File: src/hmfop_pkg.sv
// ----------------------------------------------------------------------------
// hmfop_pkg: shared types and constants of the heart mask pixel block
// Fixed-point constants, controller command/status types and helpers.
// ----------------------------------------------------------------------------
package hmfop_pkg;

  // Geometry
  localparam int MAX_SIZE = 128;
  localparam int SS       = 4;                 // supersample factor per axis
  localparam int SS_W     = $clog2(SS);
  localparam int COORD_W  = 7;
  localparam int SIZE_W   = 8;
  localparam int HIT_W    = $clog2(SS * SS + 1);
  localparam int RAD_W    = 4;
  localparam int NB_W     = RAD_W + 1;

  // Fixed point, Q.24
  localparam int Q_FRAC = 24;
  localparam int Q_W    = 32;
  localparam int P_W    = 2 * Q_W;
  localparam logic signed [Q_W-1:0] Q_ONE = 32'sd16777216;
  localparam logic signed [Q_W-1:0] Q_SX  = 32'sd22481469;
  localparam logic signed [Q_W-1:0] Q_SY  = 32'sd21474836;
  localparam logic signed [Q_W-1:0] Q_OY  = 32'sd2348810;

  // Sample coordinate divider
  localparam int N_W       = COORD_W + SS_W + 1;   // 2*SS*p + 2*s + 1
  localparam int DVD_W     = N_W + Q_FRAC;
  localparam int DIV_STEPS = DVD_W;
  localparam int DIV_CNT_W = $clog2(DIV_STEPS);
  localparam int DSR_W     = SIZE_W + SS_W;        // SS * size
  localparam int QUO_W     = Q_FRAC + 2;

  // size / 13 as a reciprocal multiply, exact for sizes up to MAX_SIZE
  localparam int RAD_MUL   = 79;
  localparam int RAD_SHIFT = 10;

  typedef enum logic [3:0] {
    DP_NOP,
    DP_LOAD,
    DP_DIV_INIT,
    DP_DIV_STEP,
    DP_DIV_END,
    DP_MUL,
    DP_WB,
    DP_ADD_A,
    DP_HIT,
    DP_PIX_END,
    DP_FINISH
  } dp_op_e;

  typedef enum logic [2:0] {
    M_X, M_Y, M_X2, M_Y2, M_AA, M_A3, M_XY, M_T
  } mul_step_e;

  typedef enum logic [3:0] {
    S_IDLE, S_START, S_DIVX_INIT, S_DIVX, S_NX, S_DIVY_INIT, S_DIVY, S_NY,
    S_MUL, S_WB, S_ADD_A, S_HIT, S_PIX_END, S_CHECK, S_DONE
  } ctrl_state_e;

  typedef struct packed {
    dp_op_e    op;
    logic      axis_y;
    mul_step_e mstep;
  } dp_cmd_t;

  typedef struct packed {
    logic outside;
    logic samp_last;
    logic nb_done;
    logic out_free;
  } dp_stat_t;

  // Q.24 product truncated toward zero
  function automatic logic signed [Q_W-1:0] qtrunc(input logic signed [P_W-1:0] p);
    logic signed [P_W-1:0] b;
    b = p + (p[P_W-1] ? P_W'((64'sd1 <<< Q_FRAC) - 64'sd1) : P_W'(0));
    return b[Q_FRAC+Q_W-1:Q_FRAC];
  endfunction

  // round(h * 255 / SS^2)
  function automatic logic [7:0] alpha_of(input logic [HIT_W-1:0] h);
    logic [15:0] t;
    t = 16'(h) * 16'(510) + 16'(SS * SS);
    return 8'(t / (2 * SS * SS));
  endfunction

  // max(1, size / 13)
  function automatic logic [RAD_W-1:0] radius_of(input logic [SIZE_W-1:0] s);
    logic [15:0] p;
    logic [RAD_W-1:0] r;
    p = 16'(s) * 16'(RAD_MUL);
    r = RAD_W'(p >> RAD_SHIFT);
    return (r == '0) ? RAD_W'(1) : r;
  endfunction

endpackage

File: src/hmfop_if.sv
// ----------------------------------------------------------------------------
// hmfop_if: pixel and result channels
// Valid/ready channels carrying a pixel coordinate and its two alphas.
// ----------------------------------------------------------------------------
interface hmfop_pix_if;
  logic                            valid;
  logic                            ready;
  logic [hmfop_pkg::COORD_W-1:0]   pixel_x;
  logic [hmfop_pkg::COORD_W-1:0]   pixel_y;

  modport source (output valid, output pixel_x, output pixel_y, input ready);
  modport sink   (input valid, input pixel_x, input pixel_y, output ready);
endinterface

interface hmfop_res_if;
  logic       valid;
  logic       ready;
  logic [7:0] fill_alpha;
  logic [7:0] outline_alpha;
  logic       outside_mask;

  modport source (output valid, output fill_alpha, output outline_alpha,
                  output outside_mask, input ready);
  modport sink   (input valid, input fill_alpha, input outline_alpha,
                  input outside_mask, output ready);
endinterface

File: src/hmfop_ctrl.sv
// ----------------------------------------------------------------------------
// hmfop_ctrl: sequencer of the heart mask pixel block
// Steps the datapath through division, multiply and neighbor passes.
// ----------------------------------------------------------------------------
module hmfop_ctrl (
  input  logic                clk_i,
  input  logic                rst_ni,
  input  logic                in_valid_i,
  output logic                in_ready_o,
  input  hmfop_pkg::dp_stat_t stat_i,
  output hmfop_pkg::dp_cmd_t  cmd_o
);
  import hmfop_pkg::*;

  ctrl_state_e           state_q, state_d;
  logic [DIV_CNT_W-1:0]  cnt_q, cnt_d;
  mul_step_e             k_q, k_d;

  // State and counters
  always_ff @(posedge clk_i or negedge rst_ni) begin
    if (!rst_ni) begin
      state_q <= S_IDLE;
      cnt_q   <= '0;
      k_q     <= M_X;
    end else begin
      state_q <= state_d;
      cnt_q   <= cnt_d;
      k_q     <= k_d;
    end
  end

  // Next state
  always_comb begin
    state_d = state_q;
    cnt_d   = cnt_q;
    k_d     = k_q;
    case (state_q)
      S_IDLE:      if (in_valid_i) state_d = S_START;
      S_START:     state_d = stat_i.outside ? S_DONE : S_DIVX_INIT;
      S_DIVX_INIT: begin
        cnt_d   = '0;
        state_d = S_DIVX;
      end
      S_DIVX: begin
        cnt_d = cnt_q + 1'b1;
        if (cnt_q == DIV_CNT_W'(DIV_STEPS - 1)) state_d = S_NX;
      end
      S_NX:        state_d = S_DIVY_INIT;
      S_DIVY_INIT: begin
        cnt_d   = '0;
        state_d = S_DIVY;
      end
      S_DIVY: begin
        cnt_d = cnt_q + 1'b1;
        if (cnt_q == DIV_CNT_W'(DIV_STEPS - 1)) state_d = S_NY;
      end
      S_NY: begin
        k_d     = M_X;
        state_d = S_MUL;
      end
      S_MUL:       state_d = S_WB;
      S_WB: begin
        if (k_q == M_T) begin
          state_d = S_HIT;
        end else begin
          k_d     = mul_step_e'(k_q + 1'b1);
          state_d = (k_q == M_Y2) ? S_ADD_A : S_MUL;
        end
      end
      S_ADD_A:     state_d = S_MUL;
      S_HIT:       state_d = stat_i.samp_last ? S_PIX_END : S_DIVX_INIT;
      S_PIX_END:   state_d = S_CHECK;
      S_CHECK:     state_d = stat_i.nb_done ? S_DONE : S_DIVX_INIT;
      S_DONE:      if (stat_i.out_free) state_d = S_IDLE;
      default:     state_d = S_IDLE;
    endcase
  end

  // Outputs
  always_comb begin
    cmd_o.op     = DP_NOP;
    cmd_o.axis_y = 1'b0;
    cmd_o.mstep  = k_q;
    in_ready_o   = 1'b0;
    case (state_q)
      S_IDLE: begin
        in_ready_o = 1'b1;
        if (in_valid_i) cmd_o.op = DP_LOAD;
      end
      S_DIVX_INIT: cmd_o.op = DP_DIV_INIT;
      S_DIVX:      cmd_o.op = DP_DIV_STEP;
      S_NX:        cmd_o.op = DP_DIV_END;
      S_DIVY_INIT: begin
        cmd_o.op     = DP_DIV_INIT;
        cmd_o.axis_y = 1'b1;
      end
      S_DIVY:      cmd_o.op = DP_DIV_STEP;
      S_NY: begin
        cmd_o.op     = DP_DIV_END;
        cmd_o.axis_y = 1'b1;
      end
      S_MUL:       cmd_o.op = DP_MUL;
      S_WB:        cmd_o.op = DP_WB;
      S_ADD_A:     cmd_o.op = DP_ADD_A;
      S_HIT:       cmd_o.op = DP_HIT;
      S_PIX_END:   cmd_o.op = DP_PIX_END;
      S_DONE:      if (stat_i.out_free) cmd_o.op = DP_FINISH;
      default:     cmd_o.op = DP_NOP;
    endcase
  end

endmodule

File: src/hmfop_dp.sv
// ----------------------------------------------------------------------------
// hmfop_dp: datapath of the heart mask pixel block
// Divider, shared multiplier, hit counter, window minimum, output register.
// ----------------------------------------------------------------------------
module hmfop_dp (
  input  logic                          clk_i,
  input  logic                          rst_ni,
  input  hmfop_pkg::dp_cmd_t            cmd_i,
  output hmfop_pkg::dp_stat_t           stat_o,
  input  logic [hmfop_pkg::COORD_W-1:0] pixel_x_i,
  input  logic [hmfop_pkg::COORD_W-1:0] pixel_y_i,
  input  logic                          cfg_we_i,
  input  logic [hmfop_pkg::SIZE_W-1:0]  cfg_data_i,
  hmfop_res_if.source                   res_o
);
  import hmfop_pkg::*;

  // Configuration
  logic [SIZE_W-1:0] mask_size_q;
  logic [SIZE_W-1:0] size_eff;

  always_ff @(posedge clk_i or negedge rst_ni) begin
    if (!rst_ni) mask_size_q <= SIZE_W'(48);
    else if (cfg_we_i) mask_size_q <= cfg_data_i;
  end

  assign size_eff = (mask_size_q > SIZE_W'(MAX_SIZE)) ? SIZE_W'(MAX_SIZE) : mask_size_q;

  // Item and iteration registers
  logic [COORD_W-1:0] px_q, py_q, cur_x_q, cur_y_q;
  logic [SIZE_W-1:0]  size_q;
  logic [RAD_W-1:0]   r_q;
  logic [NB_W-1:0]    dxc_q, dyc_q;
  logic [SS_W-1:0]    sx_q, sy_q;
  logic [HIT_W-1:0]   hits_q, c_q, mn_q;
  logic               outside_q, center_q, nb_done_q;

  // Divider registers
  logic [DVD_W-1:0]   dvd_q;
  logic [DSR_W-1:0]   rem_q;
  logic [QUO_W-1:0]   quo_q;
  logic [DSR_W:0]     rem_t;
  logic [DSR_W-1:0]   dsr;
  logic [N_W-1:0]     num;

  // Curve registers
  logic signed [Q_W-1:0] nx_q, ny_q, x_q, y_q, x2_q, y2_q, a_q, aa_q, a3_q, xy_q, t_q;
  logic signed [Q_W-1:0] op_a, op_b, tr;
  logic signed [P_W-1:0] prod_q;

  // Output register
  logic       out_valid_q;
  logic [7:0] fill_q, outl_q;
  logic       omask_q;

  // Window helpers
  logic [SIZE_W-1:0]  px_e, py_e, r_e;
  logic               win_inside;
  logic [HIT_W-1:0]   mn_new;
  logic [NB_W-1:0]    span;

  assign px_e = SIZE_W'(px_q);
  assign py_e = SIZE_W'(py_q);
  assign r_e  = SIZE_W'(r_q);
  assign win_inside = (px_e >= r_e) && (py_e >= r_e) &&
                      (px_e + r_e < size_q) && (py_e + r_e < size_q);
  assign mn_new = (hits_q < mn_q) ? hits_q : mn_q;
  assign span   = {r_q, 1'b0};

  // Divider numerator 2*SS*p + 2*s + 1 and divisor SS*size
  assign num   = cmd_i.axis_y ? {cur_y_q, sy_q, 1'b1} : {cur_x_q, sx_q, 1'b1};
  assign dsr   = {size_q, {SS_W{1'b0}}};
  assign rem_t = {rem_q, dvd_q[DVD_W-1]};

  // Multiplier operand select
  always_comb begin
    case (cmd_i.mstep)
      M_X:     begin op_a = nx_q; op_b = Q_SX; end
      M_Y:     begin op_a = ny_q; op_b = Q_SY; end
      M_X2:    begin op_a = x_q;  op_b = x_q;  end
      M_Y2:    begin op_a = y_q;  op_b = y_q;  end
      M_AA:    begin op_a = a_q;  op_b = a_q;  end
      M_A3:    begin op_a = aa_q; op_b = a_q;  end
      M_XY:    begin op_a = x2_q; op_b = y2_q; end
      M_T:     begin op_a = xy_q; op_b = y_q;  end
      default: begin op_a = '0;   op_b = '0;   end
    endcase
  end

  assign tr = qtrunc(prod_q);

  // Payload registers: divider, multiplier and curve values
  always_ff @(posedge clk_i) begin
    case (cmd_i.op)
      DP_DIV_INIT: begin
        dvd_q <= {num, {Q_FRAC{1'b0}}};
        rem_q <= '0;
        quo_q <= '0;
      end
      DP_DIV_STEP: begin
        dvd_q <= {dvd_q[DVD_W-2:0], 1'b0};
        if (rem_t >= {1'b0, dsr}) begin
          rem_q <= DSR_W'(rem_t - {1'b0, dsr});
          quo_q <= {quo_q[QUO_W-2:0], 1'b1};
        end else begin
          rem_q <= rem_t[DSR_W-1:0];
          quo_q <= {quo_q[QUO_W-2:0], 1'b0};
        end
      end
      DP_DIV_END: begin
        if (cmd_i.axis_y) ny_q <= $signed(Q_W'(quo_q)) - Q_ONE;
        else nx_q <= $signed(Q_W'(quo_q)) - Q_ONE;
      end
      DP_MUL:   prod_q <= op_a * op_b;
      DP_WB: begin
        case (cmd_i.mstep)
          M_X:     x_q  <= tr;
          M_Y:     y_q  <= Q_OY - tr;
          M_X2:    x2_q <= tr;
          M_Y2:    y2_q <= tr;
          M_AA:    aa_q <= tr;
          M_A3:    a3_q <= tr;
          M_XY:    xy_q <= tr;
          M_T:     t_q  <= tr;
          default: t_q  <= tr;
        endcase
      end
      DP_ADD_A: a_q <= x2_q + y2_q - Q_ONE;
      default:  ;
    endcase
  end

  // Item, sample and neighbor control
  always_ff @(posedge clk_i or negedge rst_ni) begin
    if (!rst_ni) begin
      px_q <= '0; py_q <= '0; cur_x_q <= '0; cur_y_q <= '0;
      size_q <= '0; r_q <= '0; dxc_q <= '0; dyc_q <= '0;
      sx_q <= '0; sy_q <= '0; hits_q <= '0; c_q <= '0; mn_q <= '0;
      outside_q <= 1'b0; center_q <= 1'b0; nb_done_q <= 1'b0;
    end else begin
      case (cmd_i.op)
        DP_LOAD: begin
          px_q      <= pixel_x_i;
          py_q      <= pixel_y_i;
          cur_x_q   <= pixel_x_i;
          cur_y_q   <= pixel_y_i;
          size_q    <= size_eff;
          r_q       <= radius_of(size_eff);
          outside_q <= (SIZE_W'(pixel_x_i) >= size_eff) || (SIZE_W'(pixel_y_i) >= size_eff);
          sx_q      <= '0;
          sy_q      <= '0;
          hits_q    <= '0;
          center_q  <= 1'b1;
          nb_done_q <= 1'b0;
        end
        DP_HIT: begin
          hits_q <= hits_q + HIT_W'(a3_q < t_q);
          sx_q   <= sx_q + 1'b1;
          if (sx_q == SS_W'(SS - 1)) sy_q <= sy_q + 1'b1;
        end
        DP_PIX_END: begin
          hits_q <= '0;
          sx_q   <= '0;
          sy_q   <= '0;
          if (center_q) begin
            // Center done: any off-image neighbor forces the minimum to zero
            c_q      <= hits_q;
            center_q <= 1'b0;
            mn_q     <= win_inside ? hits_q : '0;
            if (!win_inside || hits_q == '0) begin
              nb_done_q <= 1'b1;
            end else begin
              cur_x_q <= px_q - COORD_W'(r_q);
              cur_y_q <= py_q - COORD_W'(r_q);
              dxc_q   <= '0;
              dyc_q   <= '0;
            end
          end else begin
            mn_q <= mn_new;
            if (mn_new == '0 || (dxc_q == span && dyc_q == span)) begin
              nb_done_q <= 1'b1;
            end else if (dxc_q == span) begin
              dxc_q   <= '0;
              dyc_q   <= dyc_q + 1'b1;
              cur_x_q <= px_q - COORD_W'(r_q);
              cur_y_q <= cur_y_q + 1'b1;
            end else begin
              dxc_q   <= dxc_q + 1'b1;
              cur_x_q <= cur_x_q + 1'b1;
            end
          end
        end
        default: ;
      endcase
    end
  end

  // Result register
  always_ff @(posedge clk_i or negedge rst_ni) begin
    if (!rst_ni) begin
      out_valid_q <= 1'b0;
    end else if (cmd_i.op == DP_FINISH) begin
      out_valid_q <= 1'b1;
    end else if (res_o.ready) begin
      out_valid_q <= 1'b0;
    end
  end

  always_ff @(posedge clk_i) begin
    if (cmd_i.op == DP_FINISH) begin
      omask_q <= outside_q;
      fill_q  <= outside_q ? 8'd0 : alpha_of(c_q);
      outl_q  <= outside_q ? 8'd0 : alpha_of(c_q - mn_q);
    end
  end

  assign res_o.valid         = out_valid_q;
  assign res_o.fill_alpha    = fill_q;
  assign res_o.outline_alpha = outl_q;
  assign res_o.outside_mask  = omask_q;

  assign stat_o.outside   = outside_q;
  assign stat_o.samp_last = (sx_q == SS_W'(SS - 1)) && (sy_q == SS_W'(SS - 1));
  assign stat_o.nb_done   = nb_done_q;
  assign stat_o.out_free  = !out_valid_q || res_o.ready;

endmodule

File: src/heart_mask_fill_outline_pixel.sv
// ----------------------------------------------------------------------------
// heart_mask_fill_outline_pixel: heart mask fill and outline alpha per pixel
// Supersampled heart-curve coverage and its window-minimum outline.
// ----------------------------------------------------------------------------
// Usage
//   pix_i carries one pixel coordinate per transaction; res_o returns one
//   transaction per pixel with fill_alpha, outline_alpha and outside_mask.
//   mask_size is written through cfg_we_i/cfg_data_i while the block is idle.
// Evaluation
//   One pixel at a time. Each of the 16 sub-samples runs two 34-step serial
//   divisions for its coordinates and eight passes through the single
//   shared 32x32 multiplier. The center pixel is evaluated first, then each
//   visited window neighbor: none when the center is uncovered or its
//   window crosses the image edge, else up to (2r+1)^2, stopping at a zero
//   count. The result is then loaded into the output register and the next
//   item can be taken. A pixel outside the mask skips the evaluation and
//   goes straight to the result.
// Reset
//   rst_ni clears the sequencer and the result valid, and sets mask_size to
//   48.
// Stall
//   A finished result waits in the output register; pix_i.ready returns as
//   soon as the result is loaded there, so the next pixel can start while
//   the receiver stalls.
// ----------------------------------------------------------------------------
module heart_mask_fill_outline_pixel (
  input  logic                         clk_i,
  input  logic                         rst_ni,
  input  logic                         cfg_we_i,
  input  logic [hmfop_pkg::SIZE_W-1:0] cfg_data_i,
  hmfop_pix_if.sink                    pix_i,
  hmfop_res_if.source                  res_o
);
  import hmfop_pkg::*;

  dp_cmd_t  cmd;
  dp_stat_t stat;

  // Sequencer
  hmfop_ctrl u_ctrl (
    .clk_i      (clk_i),
    .rst_ni     (rst_ni),
    .in_valid_i (pix_i.valid),
    .in_ready_o (pix_i.ready),
    .stat_i     (stat),
    .cmd_o      (cmd)
  );

  // Datapath
  hmfop_dp u_dp (
    .clk_i      (clk_i),
    .rst_ni     (rst_ni),
    .cmd_i      (cmd),
    .stat_o     (stat),
    .pixel_x_i  (pix_i.pixel_x),
    .pixel_y_i  (pix_i.pixel_y),
    .cfg_we_i   (cfg_we_i),
    .cfg_data_i (cfg_data_i),
    .res_o      (res_o)
  );

`ifndef SYNTHESIS
  // Outside pixels give zero alphas
  a_outside_zero: assert property (@(posedge clk_i) disable iff (!rst_ni)
    res_o.valid && res_o.outside_mask |->
      res_o.fill_alpha == 8'd0 && res_o.outline_alpha == 8'd0)
    else $error("outside pixel with nonzero alpha");

  // Outline never exceeds fill
  a_outline_le_fill: assert property (@(posedge clk_i) disable iff (!rst_ni)
    res_o.valid |-> res_o.outline_alpha <= res_o.fill_alpha)
    else $error("outline alpha above fill alpha");

  // Busy right after an accepted transaction
  a_busy_after_accept: assert property (@(posedge clk_i) disable iff (!rst_ni)
    pix_i.valid && pix_i.ready |=> !pix_i.ready)
    else $error("ready while a pixel is in work");
`endif

endmodule

File: src/flat_wrapper.sv
// flat-port wrapper written by rule: the top's interface ports become plain ports
module heart_mask_fill_outline_pixel_flat import hmfop_pkg::*;
  (clk_i, rst_ni, cfg_we_i, cfg_data_i, pix_i_valid, pix_i_pixel_x, pix_i_pixel_y, pix_i_ready, res_o_valid, res_o_fill_alpha, res_o_outline_alpha, res_o_outside_mask, res_o_ready);
  hmfop_pix_if pix_i_i ();
  hmfop_res_if res_o_i ();
  input  logic clk_i;
  input  logic rst_ni;
  input  logic cfg_we_i;
  input  logic [hmfop_pkg::SIZE_W-1:0] cfg_data_i;
  input wire logic [$bits(pix_i_i.valid)-1:0] pix_i_valid;
  input wire logic [$bits(pix_i_i.pixel_x)-1:0] pix_i_pixel_x;
  input wire logic [$bits(pix_i_i.pixel_y)-1:0] pix_i_pixel_y;
  output wire logic [$bits(pix_i_i.ready)-1:0] pix_i_ready;
  output wire logic [$bits(res_o_i.valid)-1:0] res_o_valid;
  output wire logic [$bits(res_o_i.fill_alpha)-1:0] res_o_fill_alpha;
  output wire logic [$bits(res_o_i.outline_alpha)-1:0] res_o_outline_alpha;
  output wire logic [$bits(res_o_i.outside_mask)-1:0] res_o_outside_mask;
  input wire logic [$bits(res_o_i.ready)-1:0] res_o_ready;
  assign pix_i_i.valid = pix_i_valid;
  assign pix_i_i.pixel_x = pix_i_pixel_x;
  assign pix_i_i.pixel_y = pix_i_pixel_y;
  assign pix_i_ready = pix_i_i.ready;
  assign res_o_valid = res_o_i.valid;
  assign res_o_fill_alpha = res_o_i.fill_alpha;
  assign res_o_outline_alpha = res_o_i.outline_alpha;
  assign res_o_outside_mask = res_o_i.outside_mask;
  assign res_o_i.ready = res_o_ready;
  heart_mask_fill_outline_pixel u_core (.clk_i(clk_i), .rst_ni(rst_ni), .cfg_we_i(cfg_we_i), .cfg_data_i(cfg_data_i), .pix_i(pix_i_i), .res_o(res_o_i));
endmodule
File: config.mk
export PLATFORM = sky130hd
export DESIGN_NAME = heart_mask_fill_outline_pixel_flat
export DESIGN_NICKNAME = d
export VERILOG_FILES = /design/src/hmfop_pkg.sv /design/src/hmfop_if.sv /design/src/hmfop_ctrl.sv /design/src/hmfop_dp.sv /design/src/heart_mask_fill_outline_pixel.sv /design/src/flat_wrapper.sv
export SDC_FILE = /design/constraint.sdc
export NUM_CORES = 2
export LEC_CHECK = 0
export ABC_CLOCK_PERIOD_IN_PS = 16650
export BUFFER_PORTS_ARGS = -buffer_cell sky130_fd_sc_hd__clkbuf_2
export CAP_MARGIN = 40
export CORE_UTILIZATION = 60
export CTS_CLUSTER_DIAMETER = 40
export DETAILED_ROUTE_END_ITERATION = 10
export HOLD_SLACK_MARGIN = 0.06
export PLACE_DENSITY = 0.76
export SKIP_CTS_REPAIR_TIMING = 1
export SKIP_LAST_GASP = 1
export SLEW_MARGIN = 20
export SYNTH_ARGS = -nofsm -noshare
export SYNTH_HDL_FRONTEND = slang
export SYNTH_SLANG_ARGS = --single-unit
File: constraint.sdc
create_clock -name clk_i -period 16.65 [get_ports clk_i]
set_clock_uncertainty 0.1 [all_clocks]
set_input_delay 1.665 -clock clk_i [delete_from_list [all_inputs] [get_ports clk_i]]
set_output_delay 1.665 -clock clk_i [all_outputs]
set_load 0.05 [all_outputs]
== Word level (Yosys, flattened, before mapping) ==
Cells that the tools add are included.
Word-level totals
  register bits: 597
  bits of input ports: 27
  output and inout bits: 19
  logic and storage cells: 235
Operators by class
  $add $sub $neg: 22
  multipliers: 4
  $lt $le $gt $ge: 10
  equal/unequal tests: 49
  mux-type cells: 60
  bitwise operators: 1
  reduce and logical (&&, ||, !) cells: 50
Operators by type and width (number)
  $pmux W32 S8: 1
  $pmux W32 S6: 1
  $pmux W34 S2: 1
  $mul A32 B32 Y64: 1
  $add A56 B25 Y56: 1
  $mux W7: 8
  $pmux W4 S14: 1
  $pmux W26 S2: 1
  $mux W5: 10
  $eq A4 B4 Y1 const B: 10
  $pmux W4 S10: 1
  $mux W4: 9
  $add A32 B32 Y32: 1
  $eq A4 B3 Y1 const B: 8
  $lt A32 B32 Y1: 1
  $sub A23 B32 Y32 const A: 1
  $sub A32 B26 Y32 const B: 1
  $pmux W7 S2: 2
  $sub A26 B25 Y27 const B: 1
  $add A13 B5 Y13 const B: 2
  $reduce_and A2 Y1: 13
  $mul A5 B8 Y12 const B: 2
  $mux W24: 1
  $mux W10: 2
  49 further kinds: 116

== Logic depth before layout (Yosys ltp) ==
  depth in word-level cells: 9
  mapped depth: 41
  gate-level depth less buffers: 35

== By module ==
A second synthesis with hierarchy kept.
Second synthesis, totals
  cells, all modules: 6740
  area, all modules: 67387.1 um^2
Modules (own cells, without submodules)
  hmfop_dp: instances 1, cells each 6610, area each 66292.3 um^2, seq. area each 15902.8 um^2
  hmfop_ctrl: instances 1, cells each 130, area each 1094.8 um^2, seq. area each 325.3 um^2

== Worst setup path after synthesis ==
OpenSTA, ideal clock, no wires.
  path kind: register to register
  start: register u_core.u_ctrl.k_q[2]
  end: register u_core.u_dp.prod_q[54] (data pin)
  library setup time: 135 ps
  arrival: 10196 ps
  data required time: 16415 ps
  slack: 6219 ps
  stages on the path, launching flop included: 36
  path buffers: 6
  period minus slack after synthesis: 10431 ps
  cells stage by stage: dfrtp_1 clkbuf_1 inv_1 clkbuf_1 ha_1 clkbuf_1 inv_1 nand2_1 nor4_1 nor2_1 clkbuf_1 nand3_1 clkbuf_1 nand2_1 fa_1 fa_1 fa_1 fa_1 inv_1 fa_1 inv_1 fa_1 fa_1 fa_1 inv_1 ha_1 clkbuf_1 a21o_1 a21oi_1 o21ai_0 a21o_1 a21o_1 a21oi_1 o21ai_0 or4b_1 nand3_1
On the way
  longest elaborated chain between the ends: 4
  elaborated cells between the ends (all ways): 13
  classes of those cells: mul: 1; eq/ne: 7; mux: 2; reduce/logical: 3
RTL lines
  from (decl): line hmfop_ctrl.sv:17  | mul_step_e k_q, k_d;
  from (signal assigned): line hmfop_ctrl.sv:28  | k_q <= k_d;
  $eq A3 B3 Y1 or $eq A3 B2 Y1 (tied branches): line hmfop_dp.sv:77  | case (cmd_i.mstep)
  $reduce_or A2 Y1 (no line)
  $pmux W32 S6: line hmfop_dp.sv:77
  $mul A32 B32 Y64 *: line hmfop_dp.sv:114  | DP_MUL: prod_q <= op_a * op_b;
  to (signal assigned): line hmfop_dp.sv:114
  to (decl): line hmfop_dp.sv:49  | logic signed [P_W-1:0] prod_q;
Every way passes the cells marked *; elsewhere a longest branch is shown, timed or not.
A chain may end at the register's enable or synchronous reset.

== Final worst setup path ==
  start: register u_core.u_ctrl.k_q[2]
  end: register u_core.u_dp.prod_q[50] (data pin)
The elaborated chain is that of the path after synthesis.

==> results by group <==
STA
  – Max-slew violations: 0
  – Worst slew pin tran: between 0.9 and 1 ns
  – Final setup viols: 0
  – Min cycle time layout: about 12 ns
  – FMAX: slightly above 80 MHz
  – Worst rel slew slack: a little under two fifths
  – RSZ-0062 raised after global routing: no
  – Hold Fails Final Rpt: 0
  – Sum Neg Setup Slack: 0 ns
  – Fin crit share: 73.0%

Floorplan
  – # IOs: 46
  – Chip height: 335 um
  – Row count: approximately 120
  – Core ar.: ~110000 um^2
  – Die W: around 340 um
  – Starting Density: 60.9%
  – DIE AREA: between 100000 and 150000 um^2

Worst setup path
  – Worst EP required: ~17 ns
  – Crit path kind: register to register
  – Slowest CP cell: or4_2
  – Cell mode on critical path: fa_1
  – Worst setup SP type: register
  – Critical path's largest stage delay: roughly 0.88 ns
  – Worst setup EP type: register
  – CP Max Fanout: between 40 and 50
  – CP arrival: 12.45 ns

Drt
  – Post-route ant nets: 0
  – DRC: 0
  – Via count: 50.5k
  – WL/cell: 24.7 um
  – Iteration-0 DRC Markers: between 5k and 6k
  – Post-Route WL: approximately 200000 um
  – Pre-Repair DR Iteration Count: 9
  – Via density per instance: about 6.1

Synthesis
  – Largest cells by area after synthesis: fa_1, edfxtp_1, ha_1, inv_1, nand2_1
  – Post-synth ARST share: between 10% and 20%
  – Avg Cell Area, Syn: roughly 9.9 um^2
  – Synth Warn #: 0
  – Cell area after synthesis: 66700 um^2
  – EDFF count, synth: between 400 and 500
  – Syn Nets: between 8k and 9k
  – Syn Inst Count: approximately 6.7k
  – Area leader, netlist: fa_1
  – Post-synthesis sequential area ratio: between 20% and 30%
  – Synthesized flop and latch total: 556
  – Dominant synthesized flop cell: edfxtp_1
  – Synth top area share: around a third
  – Synth cell types: 95

Cells and area
  – # fillers: around 8.6k
  – Synthesis-to-finish area growth: 8.22%
  – Nets: between 8k and 9k
  – FF/Latch Area: 16200 um^2
  – Commonest non-fill, non-tap cell in the layout: inv_1
  – Non-filler cells, final: about 8.3k
  – Area occupied by multi-input gates: between 40000 and 50000 um^2
  – Most frequent cells in the layout: inv_1, fa_1, nand2_1
  – Share of cells above drive strength 1: under 10%

Worst hold path
  – HP Class: register to register

Placement
  – I/O Buffers: 45
  – Placed cells: 8142
  – Post-detail-place hpwl: around 160000 um
  – Placer's final routability congestion estimate: ~1.1

CTS
  – CTS Root Cell: clkbuf_16
  – CTS max path bufs: 3
  – Clock Sinks: about 560
  – Worst-skew pair later-pin latency: 0.65 ns
  – Cts bufs inserted: between 70 and 80
  – Max H-tree Level: 3
  – CTS clock-pin slew for the worst setup and hold paths: roughly 0.06 ns
  – TritonCTS clock tree: done

Global route
  – GRT Total Usage: between 30% and 40%
  – Grt ovf: 0
  – Antenna violations before repair: 8
  – Number of global-route vias before repair: 52.5k
  – Largest net degree at the start of global routing: 55
  – First-pass GRT wire length: 315000 um

Job
  – Max-Cap Viols: 0

Status
  – Run status: finished, final reports clean
## layer usage
| layer | vias up | track usage [%] | share of wire, % | wire length [um] |
|---|---|---|---|---|
| li1 | 21400 | - | - | - |
| met1 | 25000 | 46.6 | 35 | 71200 |
| met2 | 3183 | 58.3 | 45 | 91700 |
| met3 | 912 | 9.96 | 12 | 24000 |
| met4 | 10 | 25.5 | 8.7 | 17700 |
| met5 | - | 0 | 0.042 | 87 |
## cell usage after synthesis (11+ instances only)
library cell	number
a21boi_0	22
a221oi_1	25
o31ai_1	11
and3_1	37
nor3_1	38
inv_1	1318
a311oi_1	11
a22oi_1	42
a21oi_1	173
a211oi_1	24
or3_1	17
o21a_1	33
ha_1	438
xnor2_1	143
nand4_1	40
nand2_1	808
o21bai_1	13
nor2b_1	44
o211ai_1	16
a222oi_1	29
or2_2	13
nand2b_1	63
buf_1	17
edfxtp_1	462
o21ai_1	16
a221o_1	24
xor2_1	75
nand3_1	81
mux2i_1	29
a21o_1	107
mux2_2	46
and2_1	53
nor2_1	671
fa_1	1125
clkbuf_1	227
o21ai_0	156
dfrtp_1	92
a31oi_1	22
## stage by stage
stage          hold WS [ns]  cell area [um^2]  setup slack, ns  utilization [%]
6_report              0.372             72200             4.50             65.9
5_1_grt               0.383             72200             4.07             65.8
2_1_floorplan         0.336             66700             6.22                -
3_5_place_dp          0.360             69400             4.73             63.3
4_1_cts               0.364             72000             4.74             65.7
3_3_place_gp          0.351             69100             4.50             63.0
## final timing paths
| path | startpoint | to | slack [ns] | cells after the start |
|---|---|---|---|---|
| hold / removal | u_core.u_dp.quo_q[3] | u_core.u_dp.nx_q[3] | 0.37 | 0 |
| min in group asynchronous | rst_ni | u_core.u_dp.size_q[0] | 0.80 | 1 |
| setup / recovery | u_core.u_ctrl.k_q[2] | u_core.u_dp.prod_q[50] | 4.50 | 33 |
| hold reg to reg | u_core.u_dp.quo_q[3] | u_core.u_dp.nx_q[3] | 0.37 | 0 |
| max in group asynchronous | rst_ni | u_core.u_ctrl.k_q[2] | 14.63 | 3 |
| setup reg to reg | u_core.u_ctrl.k_q[2] | u_core.u_dp.prod_q[50] | 4.50 | 33 |
## sequential cells by signal, summed over array words and instances, names as in the netlist, 8 cells and up
signal / cells
u_core.u_dp.a3_q: 32
u_core.u_dp.a_q: 32
u_core.u_dp.aa_q: 32
u_core.u_dp.dvd_q: 10
u_core.u_dp.mask_size_q: 8
u_core.u_dp.nx_q: 27
u_core.u_dp.ny_q: 27
u_core.u_dp.prod_q: 57
u_core.u_dp.quo_q: 26
u_core.u_dp.rem_q: 10
u_core.u_dp.res_o.fill_alpha: 8
u_core.u_dp.res_o.outline_alpha: 8
u_core.u_dp.size_q: 8
u_core.u_dp.t_q: 32
u_core.u_dp.x2_q: 32
u_core.u_dp.x_q: 32
u_core.u_dp.xy_q: 32
u_core.u_dp.y2_q: 32
u_core.u_dp.y_q: 32
## cells by family after synthesis
family / Yosys count / synth area share [%]
compound gates: 798 / 8.19
other cells: 1 / 0.00562
xor+xnor: 223 / 2.98
fa+ha+maj: 1563 / 42.0
mux: 76 / 1.23
flops: 556 / 24.3
buf+inv: 1568 / 8.85
simple gates: 1922 / 12.4
## worst max-delay path, delay by kind of cell (launching register included)
kind | cells | cell delay (ns)
AO/OA/AOI/OAI | 8 | 3.34
buffers and inverters | 10 | 1.84
flip-flops | 1 | 0.59
AND/OR/NAND/NOR | 4 | 1.29
XOR/XNOR | 1 | 0.16
adder cells (fa/ha/maj) | 10 | 4.53
## cell type report
type                       instances  share of cell area [%]
clock inverter                    57                   0.938
tap                             1476                    2.56
clock buffer                      85                    2.70
multi-input combinational       4583                    62.1
inverter                        1319                    6.86
sequential                       556                    22.5
antenna                            3                  0.0104
timing repair buffer             221                    2.33
Power is left out: the tool's default activity adds up to more than one toggle a clock period on the data nets, which glitch-free logic cannot reach.
